<file path="src/hw/rtl/lrft_pkg.sv">
// Package for the LOD residency fade table: sizes, result kinds, opcodes.
// No dependencies.
`default_nettype none
package lrft_pkg;
  localparam int ENTRIES = 32;
  localparam int LEVELS = 8;
  localparam int COORD_BITS = 24;
  localparam int SLOT_W = (ENTRIES > 1) ? $clog2(ENTRIES) : 1;
  localparam int CNT_W = $clog2(ENTRIES + 1);
  localparam int KEY_W = 3 + 2 * COORD_BITS;
  localparam int STAT_W = 16;
  localparam logic [15:0] FADE_FULL = 16'hFFFF;

  typedef enum logic [1:0] {
    OP_SELECT = 2'd0,
    OP_FINISH = 2'd1,
    OP_MARK   = 2'd2,
    OP_QUERY  = 2'd3
  } op_t;

  typedef enum logic [3:0] {
    K_LOAD = 4'd0, K_KNOWN = 4'd1, K_FULL = 4'd2, K_MARKED = 4'd3,
    K_NOT_FOUND = 4'd4, K_DRAW = 4'd5, K_PENDING = 4'd6, K_RELEASE = 4'd7,
    K_DONE = 4'd8, K_RESIDENT = 4'd9, K_ABSENT = 4'd10
  } kind_t;
endpackage
`default_nettype wire

</file>
<file path="src/hw/rtl/lrft_ram.sv">
// Generic single-port-write, single-read synchronous RAM with registered read.
// No dependencies.
`default_nettype none
module lrft_ram #(
  parameter int WIDTH = 8,
  parameter int DEPTH = 32
) (
  input  wire logic                     clk,
  input  wire logic                     we,
  input  wire logic [$clog2(DEPTH)-1:0] waddr,
  input  wire logic [WIDTH-1:0]         wdata,
  input  wire logic [$clog2(DEPTH)-1:0] raddr,
  output logic      [WIDTH-1:0]         rdata
);
  logic [WIDTH-1:0] mem [DEPTH];
  always_ff @(posedge clk) begin
    if (we) mem[waddr] <= wdata;
    rdata <= mem[raddr];
  end
endmodule
`default_nettype wire

</file>
<file path="src/hw/rtl/lod_residency_fade_table_core.sv">
// Channel   Ports                                               Role
// in        in_valid/in_ready, in_opcode..in_time_step           requests
// out       out_valid/out_ready, out_kind..out_last              results
// cfg       cfg_valid/cfg_ready, cfg_data                        fade_rate
// Each request sweeps the table one slot at a time: RAM read (S_RD), then
// compare or fade and write back (S_EVAL). A finish first computes the fade step
// (S_STEP) and hands each valid slot's result to the output register (S_EMIT).
// No new request is taken until the sweep ends and the output register is empty.
// The sweep through key and fade RAMs sets the rate.
// Reset clears valid, selected and resident bits (flops); RAMs need no clear.
// Results wait in an output register; the sweep halts while it is full.
// Depends on lrft_pkg and lrft_ram.
`default_nettype none
module lod_residency_fade_table_core (
  input  wire logic        clk,
  input  wire logic        rst_n,
  input  wire logic        in_valid,
  output logic             in_ready,
  input  wire logic [1:0]  in_opcode,
  input  wire logic [2:0]  in_tile_level,
  input  wire logic signed [23:0] in_tile_x,
  input  wire logic signed [23:0] in_tile_z,
  input  wire logic [15:0] in_time_step,
  input  wire logic        cfg_valid,
  output logic             cfg_ready,
  input  wire logic [15:0] cfg_data,
  output logic             out_valid,
  input  wire logic        out_ready,
  output logic [3:0]       out_kind,
  output logic [2:0]       out_out_level,
  output logic signed [23:0] out_out_x,
  output logic signed [23:0] out_out_z,
  output logic [15:0]      out_fade_level,
  output logic             out_last
);
  import lrft_pkg::*;

  typedef enum logic [2:0] {S_IDLE, S_STEP, S_RD, S_EVAL, S_EMIT, S_END} state_t;

  state_t state_r;
  logic [15:0] rate_r;
  logic [ENTRIES-1:0] vld_r, sel_r, res_r;
  logic [1:0] op_r;
  logic [KEY_W-1:0] key_r;
  logic [31:0] prod_r;
  logic [15:0] step_r;
  logic [CNT_W-1:0] idx_r;
  logic found_r, free_r;
  logic [SLOT_W-1:0] fslot_r, free_slot_r;
  logic ov_r;
  logic [3:0] okind_r;
  logic [KEY_W-1:0] okey_r;
  logic [15:0] ofade_r;
  logic olast_r;

  // key and fade memories
  logic kwe, fwe;
  logic [SLOT_W-1:0] kwa, fwa, ra;
  logic [KEY_W-1:0] kwd, krd;
  logic [15:0] fwd, frd;
  lrft_ram #(.WIDTH(KEY_W), .DEPTH(ENTRIES)) u_key (
    .clk, .we(kwe), .waddr(kwa), .wdata(kwd), .raddr(ra), .rdata(krd));
  lrft_ram #(.WIDTH(STAT_W), .DEPTH(ENTRIES)) u_fade (
    .clk, .we(fwe), .waddr(fwa), .wdata(fwd), .raddr(ra), .rdata(frd));

  logic [SLOT_W-1:0] slot;
  assign slot = idx_r[SLOT_W-1:0];
  assign ra = slot;

  // input key normalization
  logic [2:0] lv_in;
  always_comb begin
    lv_in = in_tile_level;
    if (int'(in_tile_level) > LEVELS - 1) lv_in = 3'(LEVELS - 1);
  end

  // per-slot fade update and result kind
  logic [16:0] fsum;
  logic [15:0] fnew;
  logic sl, rs;
  kind_t skind;
  always_comb begin
    sl = sel_r[slot];
    rs = res_r[slot];
    fsum = {1'b0, frd} + {1'b0, step_r};
    fnew = frd;
    if (sl && rs) fnew = fsum[16] ? FADE_FULL : fsum[15:0];
    else if (!sl) fnew = (frd > step_r) ? frd - step_r : 16'd0;
    skind = K_DONE;
    if (rs && fnew != 16'd0) skind = K_DRAW;
    else if (sl && !rs) skind = K_PENDING;
    else if (!sl && fnew == 16'd0 && rs) skind = K_RELEASE;
  end

  // output register free at the next edge, and when it gets loaded
  logic take, ov_load;
  assign take = !ov_r || out_ready;
  assign ov_load = take && (((state_r == S_EMIT) && (okind_r != K_DONE)) ||
                            (state_r == S_END));

  assign in_ready = (state_r == S_IDLE) && !ov_r;
  assign cfg_ready = 1'b1;
  assign out_valid = ov_r;
  assign out_kind = okind_r;
  assign out_out_level = okey_r[KEY_W-1 -: 3];
  assign out_out_x = 24'(okey_r[2*COORD_BITS-1 -: COORD_BITS]);
  assign out_out_z = 24'(okey_r[COORD_BITS-1:0]);
  assign out_fade_level = ofade_r;
  assign out_last = olast_r;

  logic key_hit;
  assign key_hit = vld_r[slot] && (krd == key_r);
  logic idx_end;
  assign idx_end = (idx_r == CNT_W'(ENTRIES - 1));

  always_comb begin
    kwe = 1'b0; kwa = free_slot_r; kwd = key_r;
    fwe = 1'b0; fwa = slot; fwd = fnew;
    if (state_r == S_END && op_t'(op_r) == OP_SELECT && !found_r && free_r) begin
      kwe = 1'b1; fwe = 1'b1; fwa = free_slot_r; fwd = 16'd0;
    end
    if (state_r == S_EVAL && op_t'(op_r) == OP_FINISH && vld_r[slot] && take)
      fwe = 1'b1;
  end

  // control and sweep
  always_ff @(posedge clk) begin
    if (!rst_n) begin
      state_r <= S_IDLE; rate_r <= 16'd64; vld_r <= '0; sel_r <= '0; res_r <= '0;
      ov_r <= 1'b0;
    end else begin
      if (cfg_valid && cfg_ready) rate_r <= cfg_data;
      if (ov_load) ov_r <= 1'b1;
      else if (out_ready) ov_r <= 1'b0;
      unique case (state_r)
        S_IDLE: if (in_valid && in_ready) begin
          op_r <= in_opcode;
          key_r <= {lv_in, in_tile_x[COORD_BITS-1:0], in_tile_z[COORD_BITS-1:0]};
          idx_r <= '0; found_r <= 1'b0; free_r <= 1'b0;
          state_r <= (op_t'(in_opcode) == OP_FINISH) ? S_STEP : S_RD;
          prod_r <= in_time_step * rate_r;
        end
        S_STEP: begin
          step_r <= (rate_r == 16'd0 || prod_r[31:16] != 16'd0) ? FADE_FULL : prod_r[15:0];
          state_r <= S_RD;
        end
        S_RD: state_r <= S_EVAL;
        S_EVAL: begin
          if (op_t'(op_r) == OP_FINISH) begin
            if (vld_r[slot]) begin
              // wait for the output register before touching the slot
              if (take) begin
                okey_r <= krd; okind_r <= skind; olast_r <= 1'b0;
                ofade_r <= (skind == K_DRAW) ? fnew : 16'd0;
                if (!sl && fnew == 16'd0) begin
                  vld_r[slot] <= 1'b0; res_r[slot] <= 1'b0;
                end
                sel_r[slot] <= 1'b0;
                state_r <= S_EMIT;
              end
            end else begin
              state_r <= idx_end ? S_END : S_RD;
              idx_r <= idx_r + 1'b1;
            end
          end else begin
            if (key_hit && !found_r) begin
              found_r <= 1'b1; fslot_r <= slot;
            end
            if (!vld_r[slot] && !free_r) begin
              free_r <= 1'b1; free_slot_r <= slot;
            end
            state_r <= idx_end ? S_END : S_RD;
            idx_r <= idx_r + 1'b1;
          end
        end
        S_EMIT: if (take) begin
          state_r <= idx_end ? S_END : S_RD;
          idx_r <= idx_r + 1'b1;
        end
        S_END: if (take) begin
          olast_r <= 1'b1; ofade_r <= 16'd0;
          okey_r <= (op_t'(op_r) == OP_FINISH) ? '0 : key_r;
          state_r <= S_IDLE;
          case (op_t'(op_r))
            OP_SELECT: begin
              if (found_r) begin
                okind_r <= K_KNOWN; sel_r[fslot_r] <= 1'b1;
              end else if (free_r) begin
                okind_r <= K_LOAD; vld_r[free_slot_r] <= 1'b1;
                sel_r[free_slot_r] <= 1'b1; res_r[free_slot_r] <= 1'b0;
              end else okind_r <= K_FULL;
            end
            OP_MARK: begin
              if (found_r) begin
                okind_r <= K_MARKED; res_r[fslot_r] <= 1'b1;
              end else okind_r <= K_NOT_FOUND;
            end
            OP_QUERY: okind_r <= (found_r && res_r[fslot_r]) ? K_RESIDENT : K_ABSENT;
            default: okind_r <= K_DONE;
          endcase
        end
        default: state_r <= S_IDLE;
      endcase
    end
  end

`ifndef SYNTH
  // a result register is never overwritten while still waiting
  a_hold: assert property (@(posedge clk) disable iff (!rst_n)
    ov_r && !out_ready |=> ov_r && $stable(okind_r)) else $error("result lost");
  // no new request while busy
  a_busy: assert property (@(posedge clk) disable iff (!rst_n)
    state_r != S_IDLE |-> !in_ready) else $error("accept while busy");
  // ending a request loads its closing result into the output register
  a_last: assert property (@(posedge clk) disable iff (!rst_n)
    state_r == S_END && (!ov_r || out_ready) |=> ov_r && olast_r)
    else $error("missing last");
`endif
endmodule
`default_nettype wire

</file>
<file path="config.mk">
export PLATFORM = sky130hd
export DESIGN_NAME = lod_residency_fade_table_core
export DESIGN_NICKNAME = d
export VERILOG_FILES = /design/src/hw/rtl/lrft_pkg.sv /design/src/hw/rtl/lrft_ram.sv /design/src/hw/rtl/lod_residency_fade_table_core.sv
export SDC_FILE = /design/constraint.sdc
export NUM_CORES = 2
export LEC_CHECK = 0
export BUFFER_PORTS_ARGS = -buffer_cell sky130_fd_sc_hd__buf_2
export CAP_MARGIN = 25
export CORE_UTILIZATION = 40
export DETAILED_ROUTE_END_ITERATION = 7
export PLACE_DENSITY = 0.61
export SLEW_MARGIN = 40
export SYNTH_ARGS = -nofsm -noshare
export SYNTH_HDL_FRONTEND = slang
export SYNTH_HIERARCHICAL = 1
export SYNTH_SLANG_ARGS = --single-unit
</file>
<file path="constraint.sdc">
create_clock -name clk -period 8.73 [get_ports clk]
set_clock_uncertainty 0.15 [all_clocks]
set_input_delay 1.3095 -clock clk [delete_from_list [all_inputs] [get_ports clk]]
set_output_delay 1.3095 -clock clk [all_outputs]
set_load 0.02 [all_outputs]
</file>
# Word-level counts from Yosys, hierarchy flattened
# Memories as Yosys holds them, arrays and structs flattened. A register that Yosys moved wholly into a read port is not among the register bits.
# Cells that the tools add are included.
[totals] register_bits=307 mem_bits_rw=2144 input_bits=90 out_inout_bits=75 mem_count=2
[mem_list] memory="u_key.mem" words=32 width=51 rd=1 rd_ports_with_merged_regs=1 wr=1 line="lrft_ram.sv:15" text="logic [WIDTH-1:0] mem [DEPTH];"
[mem_list] memory="u_fade.mem" words=32 width=16 rd=1 rd_ports_with_merged_regs=1 wr=1 line="lrft_ram.sv:15"
[classes] n_addsub=3 mul=1 n_lt_le_gt_ge=7 n_eq_ne=33 mux=106 n_bitwise=11 reduce_logical=53
[ops] operator="2-to-1 mux 32 bit" n=23
[ops] operator="case mux 32 bit (2 select lines)" n=4
[ops] operator="2-to-1 mux 51 bit" n=5
[ops] operator="2-to-1 mux 16 bit" n=10
[ops] operator="AND 32 bit" n=4
[ops] operator="bitwise OR 32 bit" n=4
[ops] operator="case mux 51 bit (2 select lines)" n=1
[ops] operator="NOT 32 bit" n=2
[ops] operator="== test 51 bit" n=1
[ops] operator="logical NOT 16 bit" n=2
[ops] operator="multiplier 16 x 16 -> 32 bit" n=1
[ops] operator="case mux 16 bit (2 select lines)" n=1
[ops] operator="nonzero test 16 bit" n=2
[ops] operator="2-to-1 mux 4 bit" n=7
[ops] operator="2-to-1 mux 1 bit" n=24
[ops] operator="2-to-1 mux 3 bit" n=8
[ops] operator="2-to-1 mux 6 bit" n=4
[ops] operator="logical AND 1 bit" n=22
[ops] operator="binary-select mux 1 bit (select 5 bit)" n=4
[ops] operator="< comparator 5 x 6 -> 1 bit (second input constant)" n=3
[ops] operator="case mux 3 bit (6 select lines)" n=1
[ops] operator="case mux 6 bit (3 select lines)" n=1
[ops] operator="adder 16 x 16 -> 17 bit" n=1
[ops] operator="> comparator 16 bit" n=1
[ops] operator="36 further kinds" n=78

# Logic depth before layout (Yosys ltp)
[logic_depth] ltp_word=16 ltp_mapped=26 mapped_depth_nobuf=24

# Hierarchy
# The synthesis kept the hierarchy.
[modules_own_cells] mod="lrft_ram (u_key)" n_inst=1 cells_per_inst=3574 area_per_inst_um2=64543.2 seq_area_each_um2=50028.0
[modules_own_cells] mod="lod_residency_fade_table_core" n_inst=1 cells_per_inst=2785 area_per_inst_um2=25341.8 seq_area_each_um2=8057.7
[modules_own_cells] mod="lrft_ram (u_fade)" n_inst=1 cells_per_inst=1143 area_per_inst_um2=20534.7 seq_area_each_um2=15695.1

# Worst setup path before layout
# OpenSTA, ideal clock, no wires.
[synth_timing] path_type="input port to flip-flop" startpoint="in in_time_step[7]" endpoint="reg prod_r[31] (data pin)" setup_ns=0.260 arrival_ns=6.637 slack_ns=1.683 stages=24 path_buffers=1 cell_sequence="clkbuf_1 -> nand2_1 -> fa_1 -> inv_1 -> fa_1 -> inv_1 -> fa_1 -> inv_1 -> fa_1 -> fa_1 -> inv_1 -> fa_1 -> inv_1 -> ha_1 -> a21oi_1 -> nor2b_1 -> nor3_1 -> o31ai_1 -> a21o_1 -> a21oi_1 -> o31ai_1 -> a31o_2 -> a21oi_1 -> xnor2_1"
[synth_via] elab_chain_len=1
[synth_lines] item="from (decl)" line="lod_residency_fade_table_core.sv:23" text="input wire logic [15:0] in_time_step,"
[synth_lines] item="multiplier 16 x 16 -> 32 bit" line="lod_residency_fade_table_core.sv:141" text="prod_r <= in_time_step * rate_r;"
[synth_lines] item="to (signal assigned)" line="lod_residency_fade_table_core.sv:141"
[synth_lines] item="to (decl)" line="lod_residency_fade_table_core.sv:45" text="logic [31:0] prod_r;"
# No other way between the ends.
# A chain may end at the register's enable or synchronous reset.

# Final worst setup path
[layout_timing] startpoint="reg rate_r[1]" endpoint="reg prod_r[30] (data pin)"
[layout_via] elab_chain_len=1
[layout_lines] item="from (decl)" line="lod_residency_fade_table_core.sv:41" text="logic [15:0] rate_r;"
[layout_lines] item="from (signal assigned)" line="lod_residency_fade_table_core.sv:132" text="if (cfg_valid && cfg_ready) rate_r <= cfg_data;"
[layout_lines] item="multiplier 16 x 16 -> 32 bit" line="lod_residency_fade_table_core.sv:141"
# No other way between the ends.

==> run summary <==
Vias in the first global route: 65,219
Placed inst area: 116,000 um2
Most common cell after layout, fill and taps aside: edfxtp_1
H-tree depth: 5
First-pass GRT wire length: 449,700 um
Hold-fix buffers, CTS: 0
Clock transition at path regs: 0.06 ns
Clk root buf: clkbuf_16
Crit path DAT: 7.30 ns
PwrDens: 269.3 nW/um2
Max Cap Viol: 0
Relative slew slack: 38.81%
Layout Nets: 8,161
CTS Sinks: 2,518
Worst Setup End Kind: flop
Share of layout cells above drive strength 1: 11.84%
Most used cell, CP: fa_1
Hold WC Path Type: flop to flop
Crit path kind: flop to flop
F_max: 0.1456 GHz
Async set-reset flop share out of synthesis: 0%
Synth Net Count: 7,928
Tmin final: 6.867 ns
Post-synth EDFFs: 2,335
Area occupied by multi-input gates: 33,550 um2
Die area: 278,200 um2
Commonest cells after routing, fill and taps aside: edfxtp_1, mux2i_1, nand2_1
Syn avg cell area: 14.72 um2
Final hold violation count: 0
# fillers: 23,847
Clock tree buffer depth: 4
Worst path max stage delay: 0.84 ns
Mapped Cells: 7,502
Leak: 0.04446 uW
Count of different cell masters after synthesis: 89
Dpl hpwl: 181,300 um
Seq/Total Area, Yosys: 66.82%
CP Data Required Time: 9.17 ns
DR vias/cell: 5.624
Setup TNS: 0 ns
Wire per inst: 26.66 um
Critical-path maximum fanout: 18
Pre-Repair DR Iteration Count: 6
Largest net degree at the start of global routing: 125
CTS tree: yes
Antenna violations before repair: 16
Worst setup SP type: flop
Status: finished, final reports clean
Port-buffer cells: 163
Synthesis Warnings: 6
Starting Density: 40.28%
Routability congestion estimate: 0.9246
Die H: 527.4 um
Post-DRT Antenna Nets: 0
RSZ-0062 raised after global routing: false
Num rows: 192
Worst slew pin tran: 0.9179 ns
I/O pin count: 165
Critical-path cell list: nand2_1 -> fa_1 -> fa_1 -> fa_1 -> fa_1 -> inv_1 -> fa_1 -> inv_1 -> fa_1 -> inv_1 -> ha_1 -> nor2_1 -> nand2_1 -> o21ai_0 -> o21ai_0 -> o211a_1 -> o21ai_0 -> a21oi_1 -> o21a_1 -> nor2_1 -> xnor2_1
Drc violations: 0
Max stage delay cell, worst path: dfxtp_1
Core Region: 274,100 um2
Overflow after GRT: 0
Final instance area: 125,200 um2
Starting DRT DRC Count: 6,417
Post-CTS Resized: 0
Gr usage total: 21.92%
Max VDD drop: 204.2 uV
Synthesis-to-layout area growth: 13.37%
Register area: 73,780 um2
Fin crit share: 78.66%
Post-CTS Setup Inserts: 0
Synthesized flop and latch total: 2,518
DR vias: 65,540
Drt total wl: 310,700 um
Fin. max-slew vios: 0
Most used DFF post-synth: edfxtp_1
Worst-skew pair later-pin latency: 0.90 ns
Die W: 527.4 um
Mapped Area: 110,400 um2
Final setup fails: 0
CTS Buf Count: 277
[worst paths after layout]
path                     end      start  cells after the start  slack [ns]
hold reg to reg     sel_r[9]   sel_r[9]                      2        0.33
setup reg to reg  prod_r[30]  rate_r[1]                     21        1.86
hold / removal      sel_r[9]   sel_r[9]                      2        0.33
setup / recovery  prod_r[30]  rate_r[1]                     21        1.86
[sequential cells by signal (all words and copies together), names as in the netlist, 6 cells and up]
name	flops
okey_r	51
step_r	16
sel_r	32
u_fade/mem	512
prod_r	32
u_key/rdata	51
u_fade/rdata	16
idx_r	6
rate_r	16
u_key/mem	1632
key_r	51
res_r	32
out_fade_level	16
vld_r	32
[cell families (layout without fill, tap and decap cells)]
family / count (synthesis) / after routing / share of synthesized area (%)
AO/OA/AOI/OAI: 1132 / 1132 / 6.710
XOR/XNOR: 97 / 97 / 0.7694
adder cells (fa/ha/maj): 336 / 336 / 5.140
buffers and inverters: 724 / 1181 / 3.338
flip-flops: 2518 / 2518 / 66.82
multiplexers: 1138 / 1138 / 10.51
other: 1 / 10 / 0.003396
AND/OR/NAND/NOR: 1556 / 1556 / 6.710
[worst max-delay path, delay by kind of cell (launching register included)]
family                   cells  cell delay (ns)
adder cells (fa/ha/maj)      7             3.22
AO/OA/AOI/OAI                6             1.65
flip-flops                   1             0.84
AND/OR/NAND/NOR              4             0.54
buffers and inverters        3             0.14
XOR/XNOR                     1             0.08
[layer usage]
metal | track usage [%] | share of wire [%] | routed length [um]
met5 | 0 | 0.018 | 55
met2 | 35.00 | 46 | 144000
met1 | 31.01 | 44 | 135400
met4 | 5.349 | 2.3 | 7256
met3 | 3.806 | 7.7 | 24020
[Yosys cell counts, types with 12 or more instances]
library cell  count  area share, %
inv_1           283           0.96
a22o_1          134            1.1
nor3_1          111           0.50
buf_2           106           0.48
nand2_1         534            1.8
dfxtp_1         183            3.3
ha_1            140            1.6
xnor2_1          63           0.50
fa_1            196            3.6
and2_1          143           0.81
nand2b_1         36           0.20
mux2i_1        1120             10
buf_6            51           0.52
buf_1            12          0.041
edfxtp_1       2335             64
mux4_2           17           0.35
a21oi_1         336            1.5
nor2_1          263           0.89
o32ai_1          13           0.10
a21o_1           17           0.12
o21a_1           15           0.10
o21ai_0         128           0.58
nand3b_1         26           0.18
nand4_1          34           0.19
nor4_1           26           0.15
o22ai_1          61           0.35
o221ai_1         12          0.095
xor2_1           34           0.27
nor2b_1          28           0.16
clkbuf_1        178           0.61
a22oi_1         229            1.6
nand3_1         281            1.3
buf_4            81           0.55
a31oi_1         103           0.58
or3_1            15          0.085
[power by group]
group | switching, uW | leakage (uW) | total (uW) | internal (uW)
Sequential | 295 | 0.0225 | 14600 | 14300
Clock | 4810 | 0.00439 | 11600 | 6780
Combinational | 5060 | 0.0176 | 7570 | 2510
Total | 10200 | 0.0445 | 33700 | 23600
[area by class of cell]
cell class              instances  share of cell area, %
repair buffers                393                  2.508
diodes                          9                0.01799
clock buffers                 375                  6.102
multi-input cells            4260                  26.80
clock inverters               128                  1.092
inverters                     285                 0.8555
flip-flops and latches       2518                  58.94
well taps                    3686                  3.684
[metrics by stage]
| stage | power [uW] | hold WS [ns] | setup slack, ns | cells | utilization, % |
|---|---|---|---|---|---|
| 2_1_floorplan | 19750 | 0.2893 | 1.683 | 7502 | - |
| 3_3_place_gp | 22160 | 0.3104 | 1.194 | 11103 | 42.06 |
| 3_5_place_dp | 22310 | 0.3178 | 1.014 | 11133 | 42.31 |
| 4_1_cts | 33890 | 0.3251 | 1.859 | 11636 | 45.60 |
| 5_1_grt | 35020 | 0.3537 | 1.283 | 11648 | 45.67 |
| 6_report | 33720 | 0.3290 | 1.863 | 11654 | 45.67 |
Power figures use the tool's default switching activity.
